## src/hw/rtl/lmcs_pkg.sv

```systemverilog
// ----------------------------------------------------------------------------
// lmcs_pkg
// Shared types and constants for the LED matrix column scanner.
// ----------------------------------------------------------------------------
package lmcs_pkg;

    localparam int MAX_COLUMNS_DEF = 8;
    localparam int MAX_ROWS_DEF    = 8;

    // compare width: holds counts up to 31
    localparam int CMP_W     = 5;
    localparam int COUNT_W   = 4;
    localparam int PERIOD_W  = 16;
    localparam int CELL_W    = 3;
    localparam int POS_W     = 3;
    localparam int MASK_W    = 8;
    localparam int CFG_IDX_W = 2;

    typedef enum logic [1:0] {
        ACT_TICK    = 2'd0,
        ACT_REFRESH = 2'd1,
        ACT_WRITE   = 2'd2
    } action_t;

    localparam logic [CELL_W-1:0] COLOR_OFF         = 3'd0;
    localparam logic [CELL_W-1:0] COLOR_RED         = 3'd1;
    localparam logic [CELL_W-1:0] COLOR_GREEN       = 3'd2;
    localparam logic [CELL_W-1:0] COLOR_FLASH_RED   = 3'd3;
    localparam logic [CELL_W-1:0] COLOR_FLASH_GREEN = 3'd4;

    localparam logic [CFG_IDX_W-1:0] REG_COLUMN_COUNT      = 2'd0;
    localparam logic [CFG_IDX_W-1:0] REG_ROW_COUNT         = 2'd1;
    localparam logic [CFG_IDX_W-1:0] REG_BLINK_HALF_PERIOD = 2'd2;

    localparam logic [COUNT_W-1:0]  COLUMN_COUNT_RST = 4'd6;
    localparam logic [COUNT_W-1:0]  ROW_COUNT_RST    = 4'd5;
    localparam logic [PERIOD_W-1:0] HALF_PERIOD_RST  = 16'd500;

endpackage

```

## src/hw/rtl/led_matrix_column_scanner.sv

```systemverilog
// ----------------------------------------------------------------------------
// led_matrix_column_scanner
// Column-multiplexed scan driver for a two-color LED matrix with blink.
// ----------------------------------------------------------------------------
// Every input word (tick, refresh or cell write) is handled when accepted, so
// the block sustains one word per cycle while not stalled. A refresh word puts
// its result in the output register on the following edge; the input stalls
// only while that register holds a word the downstream side has not taken. The
// frame store is a small register array read at the scanned column, so no
// clearing pass is needed after reset.
module led_matrix_column_scanner
    import lmcs_pkg::*;
#(
    parameter int MAX_COLUMNS = MAX_COLUMNS_DEF,
    parameter int MAX_ROWS    = MAX_ROWS_DEF
) (
    input  logic                 aclk,
    input  logic                 aresetn,

    input  logic                 s_tvalid,
    output logic                 s_tready,
    input  logic [15:0]          s_tdata,   // cell_column, cell_row, cell_color
    input  logic [1:0]           s_tuser,   // action

    output logic                 m_tvalid,
    input  logic                 m_tready,
    output logic [31:0]          m_tdata,   // column_select_n, red_rows,
                                            // green_rows, scanned_column

    input  logic                 cfg_valid,
    output logic                 cfg_ready,
    input  logic [CFG_IDX_W-1:0] cfg_index,
    input  logic [PERIOD_W-1:0]  cfg_data
);

    localparam int COL_W   = (MAX_COLUMNS > 1) ? $clog2(MAX_COLUMNS) : 1;
    localparam int RD_ROWS = (MAX_ROWS < MASK_W) ? MAX_ROWS : MASK_W;

    logic [CELL_W-1:0]   frame_reg [MAX_COLUMNS][MAX_ROWS];
    logic [COL_W-1:0]    scan_col_reg, scan_col_next;
    logic [PERIOD_W-1:0] blink_timer_reg, blink_timer_next;
    logic                blink_on_reg, blink_on_next;

    logic [COUNT_W-1:0]  column_count_reg;
    logic [COUNT_W-1:0]  row_count_reg;
    logic [PERIOD_W-1:0] half_period_reg;

    logic                m_valid_reg, m_valid_next;
    logic [MASK_W-1:0]   col_sel_n_reg, col_sel_n_next;
    logic [MASK_W-1:0]   red_reg, red_next;
    logic [MASK_W-1:0]   green_reg, green_next;
    logic [POS_W-1:0]    scanned_reg, scanned_next;

    action_t             action;
    logic [POS_W-1:0]    cell_column;
    logic [POS_W-1:0]    cell_row;
    logic [CELL_W-1:0]   cell_color;
    logic                s_fire;
    logic                wr_en;

    logic [CMP_W-1:0]    ncols, nrows, cur_ext, next_ext;
    logic [COL_W-1:0]    cur_col;
    logic [PERIOD_W-1:0] timer_inc, limit;
    logic                blink_wrap;
    logic [CELL_W-1:0]   code;

    assign action      = action_t'(s_tuser);
    assign cell_column = s_tdata[2:0];
    assign cell_row    = s_tdata[5:3];
    assign cell_color  = s_tdata[8:6];

    assign s_tready  = !m_valid_reg || m_tready;
    assign s_fire    = s_tvalid && s_tready;
    assign cfg_ready = 1'b1;

    assign m_tvalid = m_valid_reg;
    assign m_tdata  = {5'd0, scanned_reg, green_reg, red_reg, col_sel_n_reg};

    always_comb begin
        ncols = CMP_W'(column_count_reg);
        if (ncols == '0) begin
            ncols = CMP_W'(1);
        end
        if (ncols > CMP_W'(MAX_COLUMNS)) begin
            ncols = CMP_W'(MAX_COLUMNS);
        end
        nrows = CMP_W'(row_count_reg);
        if (nrows > CMP_W'(MAX_ROWS)) begin
            nrows = CMP_W'(MAX_ROWS);
        end

        cur_col  = (CMP_W'(scan_col_reg) >= ncols) ? '0 : scan_col_reg;
        cur_ext  = CMP_W'(cur_col);
        next_ext = cur_ext + CMP_W'(1);

        limit      = (half_period_reg == '0) ? PERIOD_W'(1) : half_period_reg;
        timer_inc  = blink_timer_reg + PERIOD_W'(1);
        blink_wrap = timer_inc >= limit;

        wr_en = 1'b0;
        scan_col_next    = scan_col_reg;
        blink_timer_next = blink_timer_reg;
        blink_on_next    = blink_on_reg;
        m_valid_next     = m_valid_reg && !m_tready;

        if (s_fire) begin
            unique case (action)
                ACT_TICK: begin
                    blink_timer_next = blink_wrap ? '0 : timer_inc;
                    blink_on_next    = blink_on_reg ^ blink_wrap;
                end
                ACT_REFRESH: begin
                    m_valid_next  = 1'b1;
                    scan_col_next = (next_ext == ncols) ? '0 : COL_W'(next_ext);
                end
                ACT_WRITE: begin
                    wr_en = (CMP_W'(cell_column) < ncols) && (CMP_W'(cell_row) < nrows)
                            && (cell_color <= COLOR_FLASH_GREEN);
                end
                default: begin
                end
            endcase
        end

        for (int i = 0; i < MASK_W; i++) begin
            col_sel_n_next[i] = (CMP_W'(i) != cur_ext);
        end
        red_next   = '0;
        green_next = '0;
        code       = COLOR_OFF;
        for (int r = 0; r < RD_ROWS; r++) begin
            code = (CMP_W'(r) < nrows) ? frame_reg[cur_col][r] : COLOR_OFF;
            if (code == COLOR_RED || (code == COLOR_FLASH_RED && blink_on_reg)) begin
                red_next[r] = 1'b1;
            end else if (code == COLOR_GREEN ||
                         (code == COLOR_FLASH_GREEN && blink_on_reg)) begin
                green_next[r] = 1'b1;
            end
        end
        scanned_next = POS_W'(cur_col);
    end

    always_ff @(posedge aclk) begin
        if (!aresetn) begin
            scan_col_reg     <= '0;
            blink_timer_reg  <= '0;
            blink_on_reg     <= 1'b1;
            m_valid_reg      <= 1'b0;
            column_count_reg <= COLUMN_COUNT_RST;
            row_count_reg    <= ROW_COUNT_RST;
            half_period_reg  <= HALF_PERIOD_RST;
            for (int c = 0; c < MAX_COLUMNS; c++) begin
                for (int r = 0; r < MAX_ROWS; r++) begin
                    frame_reg[c][r] <= COLOR_OFF;
                end
            end
        end else begin
            scan_col_reg    <= scan_col_next;
            blink_timer_reg <= blink_timer_next;
            blink_on_reg    <= blink_on_next;
            m_valid_reg     <= m_valid_next;
            if (cfg_valid && cfg_ready) begin
                unique case (cfg_index)
                    REG_COLUMN_COUNT:      column_count_reg <= cfg_data[COUNT_W-1:0];
                    REG_ROW_COUNT:         row_count_reg    <= cfg_data[COUNT_W-1:0];
                    REG_BLINK_HALF_PERIOD: half_period_reg  <= cfg_data;
                    default: begin
                    end
                endcase
            end
            for (int c = 0; c < MAX_COLUMNS; c++) begin
                for (int r = 0; r < MAX_ROWS; r++) begin
                    if (wr_en && CMP_W'(cell_column) == CMP_W'(c)
                              && CMP_W'(cell_row) == CMP_W'(r)) begin
                        frame_reg[c][r] <= cell_color;
                    end
                end
            end
        end
    end

    always_ff @(posedge aclk) begin
        if (s_fire && action == ACT_REFRESH) begin
            col_sel_n_reg <= col_sel_n_next;
            red_reg       <= red_next;
            green_reg     <= green_next;
            scanned_reg   <= scanned_next;
        end
    end

    a_refresh_gives_word: assert property (@(posedge aclk) disable iff (!aresetn)
        s_fire && action == ACT_REFRESH |=> m_valid_reg)
        else $error("refresh did not produce an output word");

    a_colors_disjoint: assert property (@(posedge aclk) disable iff (!aresetn)
        m_valid_reg |-> (red_reg & green_reg) == '0)
        else $error("a row lit red and green at once");

    a_one_column_driven: assert property (@(posedge aclk) disable iff (!aresetn)
        m_valid_reg |-> $countones(~col_sel_n_reg) <= 1)
        else $error("more than one column driven");

    a_blink_toggles: assert property (@(posedge aclk) disable iff (!aresetn)
        s_fire && action == ACT_TICK && blink_wrap
        |=> blink_on_reg != $past(blink_on_reg) && blink_timer_reg == '0)
        else $error("blink phase did not toggle at half period");

endmodule
```

## config.mk

```make
export PLATFORM = sky130hd
export DESIGN_NAME = led_matrix_column_scanner
export DESIGN_NICKNAME = d
export VERILOG_FILES = /design/src/hw/rtl/lmcs_pkg.sv /design/src/hw/rtl/led_matrix_column_scanner.sv
export SDC_FILE = /design/constraint.sdc
export NUM_CORES = 1
export LEC_CHECK = 0
export ABC_CLOCK_PERIOD_IN_PS = 3960
export BUFFER_PORTS_ARGS = -buffer_cell sky130_fd_sc_hd__buf_2
export CORE_UTILIZATION = 45
export DETAILED_ROUTE_END_ITERATION = 6
export HOLD_SLACK_MARGIN = 0.06
export PLACE_DENSITY_LB_ADDON = 0.12
export SYNTH_ARGS = -nofsm -noshare
export SYNTH_HDL_FRONTEND = slang
export SYNTH_SLANG_ARGS = --single-unit
```

## constraint.sdc

```tcl
create_clock -name aclk -period 3.96 [get_ports aclk]
set_input_delay 0.594 -clock aclk [delete_from_list [all_inputs] [get_ports aclk]]
set_output_delay 0.594 -clock aclk [all_outputs]
set_load 0.05 [all_outputs]
```

==> results of run 1 <==
[area by class of cell]
type	instances	area, sq um
Sequential cell	264	7480
Inverter	31	116
Clock buffer	36	752
Clock inverter	17	143
Multi-Input combinational cell	747	4720
Timing Repair Buffer	108	681
Fill cell	2443	12900
Tap cell	372	465
[synthesized netlist by cell type, types with 8 or more instances]
library cell,number,area [sq um]
a211oi_1,20,150
a21boi_0,11,82.6
a21o_1,9,67.6
a21oi_1,46,230
a221o_1,9,90.1
a221oi_1,9,78.8
a22o_1,11,96.3
clkbuf_1,62,233
dfxtp_1,45,901
edfxtp_1,219,6580
ha_1,30,375
inv_1,28,105
mux2i_1,35,350
nand2_1,98,368
nand2b_1,13,81.3
nand3_1,17,85.1
nand3b_1,8,60.1
nor2_1,126,473
nor2b_1,21,131
nor3_1,15,75.1
nor3b_1,8,60.1
o211ai_1,8,60.1
o21ai_0,48,240
o21ai_1,41,205
o22ai_1,14,87.6
o31ai_1,11,82.6
xnor2_1,8,70.1
xor2_1,8,70.1
[cells in the final DEF (no fill, tap or decap), types with 7 or more instances in the layout]
cell,instances
edfxtp_1,219
nor2_1,126
nand2_1,98
buf_2,62
o21ai_0,48
a21oi_1,46
dfxtp_1,44
buf_4,44
o21ai_1,41
mux2i_1,35
ha_1,30
clkbuf_16,29
inv_1,28
nor2b_1,21
a211oi_1,20
nand3_1,17
nor3_1,15
o22ai_1,14
nand2b_1,13
o31ai_1,11
a21boi_0,11
a22o_1,11
a21o_1,9
a221oi_1,9
a221o_1,9
xnor2_1,8
xor2_1,8
nand3b_1,8
nor3b_1,8
o211ai_1,8
or3_1,7
o22a_1,7
mux2_2,7
clkbuf_1,7
[metal layers]
layer / global-route usage (%) / up-vias
li1: - / 4295
met1: 32.9 / 4327
met2: 39.1 / 340
met3: 4.17 / 65
met4: 7.09 / 0
met5: 0 / -
[worst max-delay path: stages (launching register included)]
cell and delay (ns):
dfxtp_1 0.40, o21ba_1 0.26, nor2_1 0.07, ha_1 0.26
nand2b_1 0.22, a211oi_2 0.40, nor2_1 0.10, nor2_1 0.11
buf_4 0.17, inv_2 0.23, o31a_1 0.43, or3_1 0.32
a21oi_1 0.33
[per-stage QoR]
step | setup slack (ns) | cell area, sq um | total power, uW
2_1_floorplan | 0.478 | 12700 | 3490
3_3_place_gp | 0.553 | 13500 | 3650
3_5_place_dp | 0.537 | 13500 | 3650
4_1_cts | 0.487 | 14400 | 6180
5_1_grt | 0.171 | 14400 | 6340
6_report | 0.399 | 14400 | 6160
[logic make-up after synthesis]
group | count (synthesis) | share of synthesized area, %
simple gates | 358 | 13.5
compound gates | 291 | 15.4
flops | 264 | 59.1
buf+inv | 113 | 3.65
mux | 46 | 4.11
fa+ha+maj | 30 | 2.97
xor+xnor | 16 | 1.11
other cells | 2 | 0.0594
[worst paths after layout]
| check | startpoint | end |
|---|---|---|
| min reg2reg | half_period_reg[0]$_SDFFE_PN0P_ | half_period_reg[0]$_SDFFE_PN0P_ |
| max | column_count_reg[1]$_SDFFE_PN1P_ | green_reg[4]$_SDFFCE_PP0P_ |
| min | cfg_data[7] | half_period_reg[7]$_SDFFE_PN1P_ |
| max reg2reg | column_count_reg[1]$_SDFFE_PN1P_ | green_reg[4]$_SDFFCE_PP0P_ |
[report_power, final]
group	switching (uW)	total, uW	internal, uW
clock network	1090	2560	1470
logic	317	475	158
registers	31.8	3120	3090
==> results.sh, run 1 <==
export IMPL_rrSetupSlack_ns=0.40
export IMPL_required_ns=4.28
export IMPL_wl_met3_um=2530
export IMPL_synth_edf_count=219
export IMPL_hold_viol=0
export IMPL_worst_pin_slew_ns=1.09
export IMPL_skew_ns=0.0153
export IMPL_dieArea_sq_um=28800
export IMPL_wl_per_cell_um=21.5
export IMPL_whs_ns=0.276
export IMPL_post_route_period_util_pct=89.9
export IMPL_hold_class="primary input to register"
export IMPL_fin_nets=1252
export IMPL_crit_fanout=25
export IMPL_end_kind="register"
export IMPL_min_period_ns=3.56
export IMPL_ctsRootBufferMaster="clkbuf_16"
export IMPL_dp_cells=1522
export IMPL_outcome="complete, no violations"
export IMPL_yosysWarnings=0
export IMPL_overflow=0
export IMPL_cts_buffer_depth=3
export IMPL_synth_area_per_cell_sq_um=11.3
export IMPL_drv_cap=0
export IMPL_ant_nets=0
export IMPL_initial_utilization_pct=46.4
export IMPL_crit_type="register to register"
export IMPL_num_vias=9027
export IMPL_p_leak_uw=0.00513
export IMPL_vias_per_cell=5.73
export IMPL_ys_seq_area_share_pct=59.1
export IMPL_io_pins=76
export IMPL_portBuffers=62
export IMPL_numCtsBuffers=29
export IMPL_post_cts_buffers=0
export IMPL_core_sq_um=27300
export IMPL_clock_fmax_mhz=281
export IMPL_synthToLayoutAreaGrowth_pct=13.6
export IMPL_setup_viol=0
export IMPL_grt_max_degree=99
export IMPL_pwr_density_cell_nw_per_um2=429
export IMPL_dr_first_iter_drc_count=771
export IMPL_largest_reg_flops=192
export IMPL_start_kind="register"
export IMPL_ir_drop_uv=394
export IMPL_r2r_cells=12
export IMPL_slew_viol_final=0
export IMPL_cts_hold_buffers=0
export IMPL_die_x_um=170
export IMPL_antenna_found_initial=1
export IMPL_fin_cells=1575
export IMPL_diodes=0
export IMPL_critPathArrivalTime_ns=3.88
export IMPL_met2_length_um=15800
export IMPL_relSlewSlack_pct=27.1
export IMPL_grt_pass1_wl_um=51500
export IMPL_routed_wirelength_um=33900
export IMPL_wl_met1_um=14700
export IMPL_hpwl_um=22400
export IMPL_top_layer_used="met4"
export IMPL_first_pass_iters=6
export IMPL_synthArstFlopShare_pct=0
export IMPL_num_rows=60
export IMPL_cts_max_level=1
export IMPL_ys_seq_elements=264
export IMPL_gp_congestion=0.807
export IMPL_rsz0062_at_grt="false"
export IMPL_synthesis_area_sq_um=12600
export IMPL_syn_inst=1120
export IMPL_drc=0
export IMPL_drive_gt1_share_pct=14.7
export IMPL_finalSetupTns_ns=0
export IMPL_cts_tree="done"
export IMPL_cts_sinks=264
export IMPL_die_h_um=170
export IMPL_clkTransAtPathRegs_ns=0.06
export IMPL_grt_use_total_pct=24.1
export IMPL_grt_pass1_vias=8708
export IMPL_clock_latency_ns=0.55
export IMPL_cts_repair_resized=0
export IMPL_fin_util_pct=52.7
export IMPL_synthFlopType="edfxtp_1"
export IMPL_min_path_cells=3
export IMPL_synth_cell_types=71
Note: power is estimated with default switching activity, not from simulation.
==> run 2: changes to the inputs <==
--- a/config.mk
+++ b/config.mk
@@ -5,12 +5,14 @@
 export SDC_FILE = /design/constraint.sdc
 export NUM_CORES = 1
 export LEC_CHECK = 0
+export ABC_AREA = 1
 export ABC_CLOCK_PERIOD_IN_PS = 3960
 export BUFFER_PORTS_ARGS = -buffer_cell sky130_fd_sc_hd__buf_2
 export CORE_UTILIZATION = 45
 export DETAILED_ROUTE_END_ITERATION = 6
 export HOLD_SLACK_MARGIN = 0.06
 export PLACE_DENSITY_LB_ADDON = 0.12
+export SETUP_SLACK_MARGIN = 0.05
 export SYNTH_ARGS = -nofsm -noshare
 export SYNTH_HDL_FRONTEND = slang
 export SYNTH_SLANG_ARGS = --single-unit
==> run 2 against run 1 <==
Hold slack worse by 0.016 ns. Global-route usage is 0.35 points lower. First-iteration DRC count is 14% higher. Non-clock buffer count is 20 lower. Sequential power hardly changed. Combinational power is 17% higher. Via count is 9.7% higher. Sequential share of layout area is 0.45 points lower. Synthesized cell count is 27% higher. Die area is 1.8% higher. Critical path type unchanged. Largest power group unchanged. Highest routed layer unchanged.
==> results.sh, run 2 <==
export IMPL_synthFlopType="edfxtp_1"
export IMPL_synth_cell_types=46
export IMPL_syn_inst=1420
export IMPL_portBuffers=62
export IMPL_clock_latency_ns=0.55
export IMPL_dieArea_sq_um=29300
export IMPL_critPathArrivalTime_ns=3.66
export IMPL_finalInstanceArea_sq_um=14500
export IMPL_drive_gt1_share_pct=9.86
export IMPL_yosys_area_top_type="edfxtp_1"
export IMPL_drv_cap=0
export IMPL_skew_ns=0.0193
export IMPL_fillers=2621
export IMPL_fin_nets=1543
export IMPL_cts_sinks=264
export IMPL_die_x_um=171
export IMPL_synth_cells_most_frequent="397 x nand2_1, 219 x edfxtp_1, 179 x nor2_1"
export IMPL_required_ns=4.26
export IMPL_synth_area_per_cell_sq_um=9.07
export IMPL_hold_class="primary input to register"
export IMPL_grt_use_total_pct=23.7
export IMPL_io_pins=76
export IMPL_final_common_cell="nand2_1"
export IMPL_crit_type="register to register"
export IMPL_grt_pass1_vias=9450
export IMPL_yosysMostFrequentCell="nand2_1"
export IMPL_clkTransAtPathRegs_ns=0.06
export IMPL_num_vias=9900
export IMPL_yosysWarnings=0
export IMPL_clock_fmax_mhz=297
export IMPL_ys_seq_area_share_pct=58.1
export IMPL_slew_viol_final=0
export IMPL_worst_pin_slew_ns=0.864
export IMPL_grt_pass1_wl_um=52700
export IMPL_die_h_um=171
export IMPL_routed_wirelength_um=33700
export IMPL_min_period_ns=3.37
export IMPL_num_rows=61
export IMPL_end_kind="register"
export IMPL_drc=0
export IMPL_antenna_found_initial=1
export IMPL_power_uw=6220
export IMPL_ys_seq_elements=264
export IMPL_rsz0062_at_grt="false"
export IMPL_first_pass_iters=6
export IMPL_vias_per_cell=5.29
export IMPL_whs_ns=0.260
export IMPL_ir_drop_uv=292
export IMPL_cts_hold_buffers=0
export IMPL_setup_viol=0
export IMPL_synth_edf_count=219
export IMPL_synth_top_area_share_pct=51.1
export IMPL_dp_cells=1819
export IMPL_regArea_sq_um=7480
export IMPL_hold_viol=0
export IMPL_cts_buffer_depth=3
export IMPL_place_area_sq_um=13600
export IMPL_p_leak_uw=0.00593
export IMPL_post_route_period_util_pct=85.0
export IMPL_crit_fanout=35
export IMPL_synthesis_area_sq_um=12900
export IMPL_initial_utilization_pct=46.1
export IMPL_ant_nets=0
export IMPL_post_cts_buffers=0
export IMPL_pwr_density_cell_nw_per_um2=430
export IMPL_grt_max_degree=91
export IMPL_finalSetupTns_ns=0
export IMPL_outcome="complete, no violations"
export IMPL_ctsRootBufferMaster="clkbuf_16"
export IMPL_start_kind="register"
export IMPL_cts_max_level=1
export IMPL_largest_reg_flops=192
export IMPL_gp_congestion=0.845
export IMPL_overflow=0
export IMPL_synthArstFlopShare_pct=0
export IMPL_synthToLayoutAreaGrowth_pct=12.4
export IMPL_multi_input_area_sq_um=4700
export IMPL_dr_first_iter_drc_count=879
export IMPL_layout_common_cells="397 x nand2_1, 219 x edfxtp_1, 179 x nor2_1"
export IMPL_ys_top_cells_by_area="edfxtp_1 51%, nand2_1 12%, dfxtp_1 7.0%"
export IMPL_numCtsBuffers=29
export IMPL_hpwl_um=22000
export IMPL_fin_cells=1870
export IMPL_core_sq_um=27900
export IMPL_cts_tree="done"
export IMPL_wl_per_cell_um=18.0
export IMPL_relSlewSlack_pct=42.4
[run 2: metal layers]
layer / wire length [um] / track usage, % / vias up
li1: - / - / 4894
met1: 15200 / 32.9 / 4632
met2: 15400 / 38.1 / 310
met3: 2260 / 3.72 / 64
met4: 906 / 7.26 / 0
met5: 0 / 0 / -
[run 2: cell families after synthesis]
group	share of synthesized area [%]
muxes	0.0777
xor gates and xnor gates	1.09
AOI/OAI and AO/OA	8.31
buffers and inverters	5.73
other	0.0583
DFF	58.1
and+or+nand+nor	23.8
adders and majority gates	2.91
[run 2: per-stage QoR]
| step | utilization, % | worst slack, ns |
|---|---|---|
| after floorplan | - | 0.362 |
| after global placement | 48.6 | 0.548 |
| after detailed placement | 48.6 | 0.503 |
| after CTS | 51.8 | 0.476 |
| after global routing | 51.8 | 0.183 |
| final | 51.8 | 0.593 |
[run 2: path summary, 6_finish.rpt]
kind	slack (ns)	cells past startpoint	start	end
max	0.59	14	column_count_reg[3]$_SDFFE_PN0P_	red_reg[3]$_DFFE_PP_
min	0.26	3	cfg_data[7]	half_period_reg[7]$_SDFFE_PN1P_
max reg2reg	0.59	14	column_count_reg[3]$_SDFFE_PN0P_	red_reg[3]$_DFFE_PP_
min reg2reg	0.48	2	half_period_reg[3]$_SDFFE_PN0P_	half_period_reg[3]$_SDFFE_PN0P_
[run 2: timing repair]
action	in CTS	in global routing
setup endpoints to repair	0	1
gates resized for setup	0	1
hold endpoints to repair	0	0
[run 2: critical path, stage by stage (launching register included)]
cell and delay [ns]:
dfxtp_1 0.36, inv_2 0.15, nand2_1 0.14, ha_1 0.34, nand2_1 0.07, inv_1 0.04, o21ai_2 0.23, nand4_4 0.40
buf_4 0.41, nand2_1 0.11, a21oi_1 0.06, o21ai_0 0.43, nand3_1 0.16, nor2_1 0.12, nor2_1 0.06
[run 2: final cells by class]
| class | instances | share of cell area [%] |
|---|---|---|
| flip-flops and latches | 264 | 51.7 |
| multi-input cells | 985 | 32.5 |
| clock buffers | 33 | 5.12 |
| repair buffers | 88 | 3.84 |
| well taps | 378 | 3.27 |
| inverters | 104 | 2.70 |
| clock inverters | 17 | 0.959 |
| diodes | 1 | 0.0173 |
[run 2: where the power goes]
part	switching, uW	leakage, uW	internal, uW	total, uW
registers	28.9	0.00260	3090	3120
logic	410	0.00290	148	558
clock network	1080	0.000422	1460	2540
total	1520	0.00593	4700	6220
==> run 3: changes to the inputs <==
--- a/config.mk
+++ b/config.mk
@@ -11,7 +11,7 @@
 export CORE_UTILIZATION = 45
 export DETAILED_ROUTE_END_ITERATION = 6
 export HOLD_SLACK_MARGIN = 0.06
-export PLACE_DENSITY_LB_ADDON = 0.12
+export REMOVE_ABC_BUFFERS = 1
 export SETUP_SLACK_MARGIN = 0.05
 export SYNTH_ARGS = -nofsm -noshare
 export SYNTH_HDL_FRONTEND = slang
==> run 3 against run 2 <==
Sequential power barely moved. Total power up 1.1%. Die area stayed put. Final cell count is 0.59% higher. Clock skew decreased by 0.0074 ns. Combinational power decreased by 3%. Critical path depth increased by 1. Global-route usage decreased by 0.65 points. Utilization increased by 0.35 points. Highest routed layer is now met5. Setup slack lost 0.20 ns. Hold slack improved by 0.016 ns. Routed wire length is 3.2% lower.
==> results.sh, run 3 (same netlist as run 2, synthesis figures left out) <==
export IMPL_skew_ns=0.0119
export IMPL_synthToLayoutAreaGrowth_pct=13.2
export IMPL_hpwl_um=21100
export IMPL_layout_common_cells="397 x nand2_1, 219 x edfxtp_1, 178 x nor2_1"
export IMPL_largest_reg_flops=192
export IMPL_ir_drop_uv=252
export IMPL_num_rows=61
export IMPL_die_x_um=171
export IMPL_die_h_um=171
export IMPL_fillers=2603
export IMPL_ctsRootBufferMaster="clkbuf_16"
export IMPL_portBuffers=62
export IMPL_first_pass_iters=4
export IMPL_cts_max_level=1
export IMPL_clkTransAtPathRegs_ns=0.06
export IMPL_required_ns=4.34
export IMPL_fin_nets=1550
export IMPL_start_kind="register"
export IMPL_wl_per_cell_um=17.3
export IMPL_critPathArrivalTime_ns=3.94
export IMPL_cts_repair_resized=0
export IMPL_rsz0062_at_grt="false"
export IMPL_power_uw=6290
export IMPL_worst_pin_slew_ns=1.13
export IMPL_combinationalPowerShare_pct=8.6
export IMPL_post_route_period_util_pct=90.0
export IMPL_hold_viol=0
export IMPL_grt_max_degree=91
export IMPL_relSlewSlack_pct=24.9
export IMPL_wl_met1_um=14700
export IMPL_core_sq_um=27900
export IMPL_clkPwrFrac_pct=41.8
export IMPL_grt_use_total_pct=23.1
export IMPL_cts_buffer_depth=3
export IMPL_p_int_uw=4810
export IMPL_crit_fanout=21
export IMPL_cts_tree="done"
export IMPL_clock_fmax_mhz=281
export IMPL_setup_viol=0
export IMPL_vias_per_cell=5.28
export IMPL_pwr_density_cell_nw_per_um2=432
export IMPL_wl_met3_um=2220
export IMPL_cts_hold_buffers=0
export IMPL_io_pins=76
export IMPL_p_leak_uw=0.00599
export IMPL_crit_type="register to register"
export IMPL_grt_pass1_vias=9348
export IMPL_final_common_cell="nand2_1"
export IMPL_drv_cap=0
export IMPL_finalInstanceArea_sq_um=14600
export IMPL_swShare_pct=23.5
export IMPL_num_vias=9929
export IMPL_fin_cells=1881
export IMPL_dp_cells=1826
export IMPL_clock_latency_ns=0.54
export IMPL_power_frac_seq_pct=49.6
export IMPL_ant_nets=0
export IMPL_met2_length_um=15100
export IMPL_outcome="complete, no violations"
export IMPL_routed_wirelength_um=32600
export IMPL_end_kind="register"
export IMPL_overflow=0
export IMPL_min_period_ns=3.56
export IMPL_dr_first_iter_drc_count=710
export IMPL_drive_gt1_share_pct=10.5
export IMPL_post_cts_buffers=0
export IMPL_initial_utilization_pct=46.1
export IMPL_place_area_sq_um=13600
export IMPL_switchingPower_uw=1480
export IMPL_dieArea_sq_um=29300
export IMPL_grt_pass1_wl_um=51500
export IMPL_hold_class="primary input to register"
export IMPL_antenna_found_initial=2
export IMPL_slew_viol_final=0
export IMPL_top_layer_used="met5"
export IMPL_drc=0
export IMPL_numCtsBuffers=29
export IMPL_gp_congestion=0.888
export IMPL_cts_sinks=264
-- run 3: worst max-delay path, cell delays in order (launching register included) --
cell and delay [ns]:
dfxtp_1 0.44, inv_2 0.12, nand2_1 0.15, ha_1 0.26, a21oi_1 0.12, or2_2 0.11, nand3_1 0.14, nor2_1 0.12
buf_4 0.23, nand4_1 0.17, nand2_1 0.13, nor2_1 0.04, nand2_1 0.05, nor2_1 0.08, a21oi_2 0.88, buf_4 0.34
-- run 3: per-layer routing --
metal,vias up,global-route usage [%]
li1,4915,-
met1,4649,32.4
met2,318,37.9
met3,45,2.85
met4,2,5.43
met5,-,0
-- run 3: power by group through the flow --
stage	clock (uW)	combinational [uW]	sequential, uW
2_1_floorplan	0	326	3200
3_3_place_gp	0	533	3180
3_5_place_dp	0	540	3180
4_1_cts	2670	542	3120
5_1_grt	2780	608	3130
6_report	2630	540	3120
-- run 3: metrics by stage --
stage | setup TNS (ns) | hold slack, ns | setup slack (ns) | util [%]
floorplan | -2.32 | 0.447 | -0.700 | -
global placement | 0 | 0.470 | 0.174 | 48.8
detailed placement | 0 | 0.473 | 0.127 | 48.8
CTS | 0 | 0.261 | 0.0939 | 52.1
global route | 0 | 0.278 | 0.0703 | 52.2
finish | 0 | 0.276 | 0.396 | 52.2
-- run 3: final timing paths --
check                                                 startpoint                         endpoint  slack [ns]  cells past startpoint
worst min-delay path                                 cfg_data[8]  half_period_reg[8]$_SDFFE_PN1P_        0.28                      3
worst max-delay path            column_count_reg[3]$_SDFFE_PN0P_        frame_reg[3][6]$_DFFE_PP_        0.40                     15
worst min register to register   half_period_reg[1]$_SDFFE_PN0P_  half_period_reg[1]$_SDFFE_PN0P_        0.48                      2
worst max register to register  column_count_reg[3]$_SDFFE_PN0P_        frame_reg[3][6]$_DFFE_PP_        0.40                     15
-- run 3: final cells by class --
type / instances / area (sq um) / share of cell area, %
well taps: 378 / 473 / 3.25
diodes: 2 / 5.00 / 0.0343
inverters: 104 / 390 / 2.68
clock buffers: 41 / 825 / 5.66
flip-flops and latches: 264 / 7480 / 51.3
repair buffers: 95 / 596 / 4.09
multi-input cells: 985 / 4700 / 32.3
clock inverters: 12 / 108 / 0.738
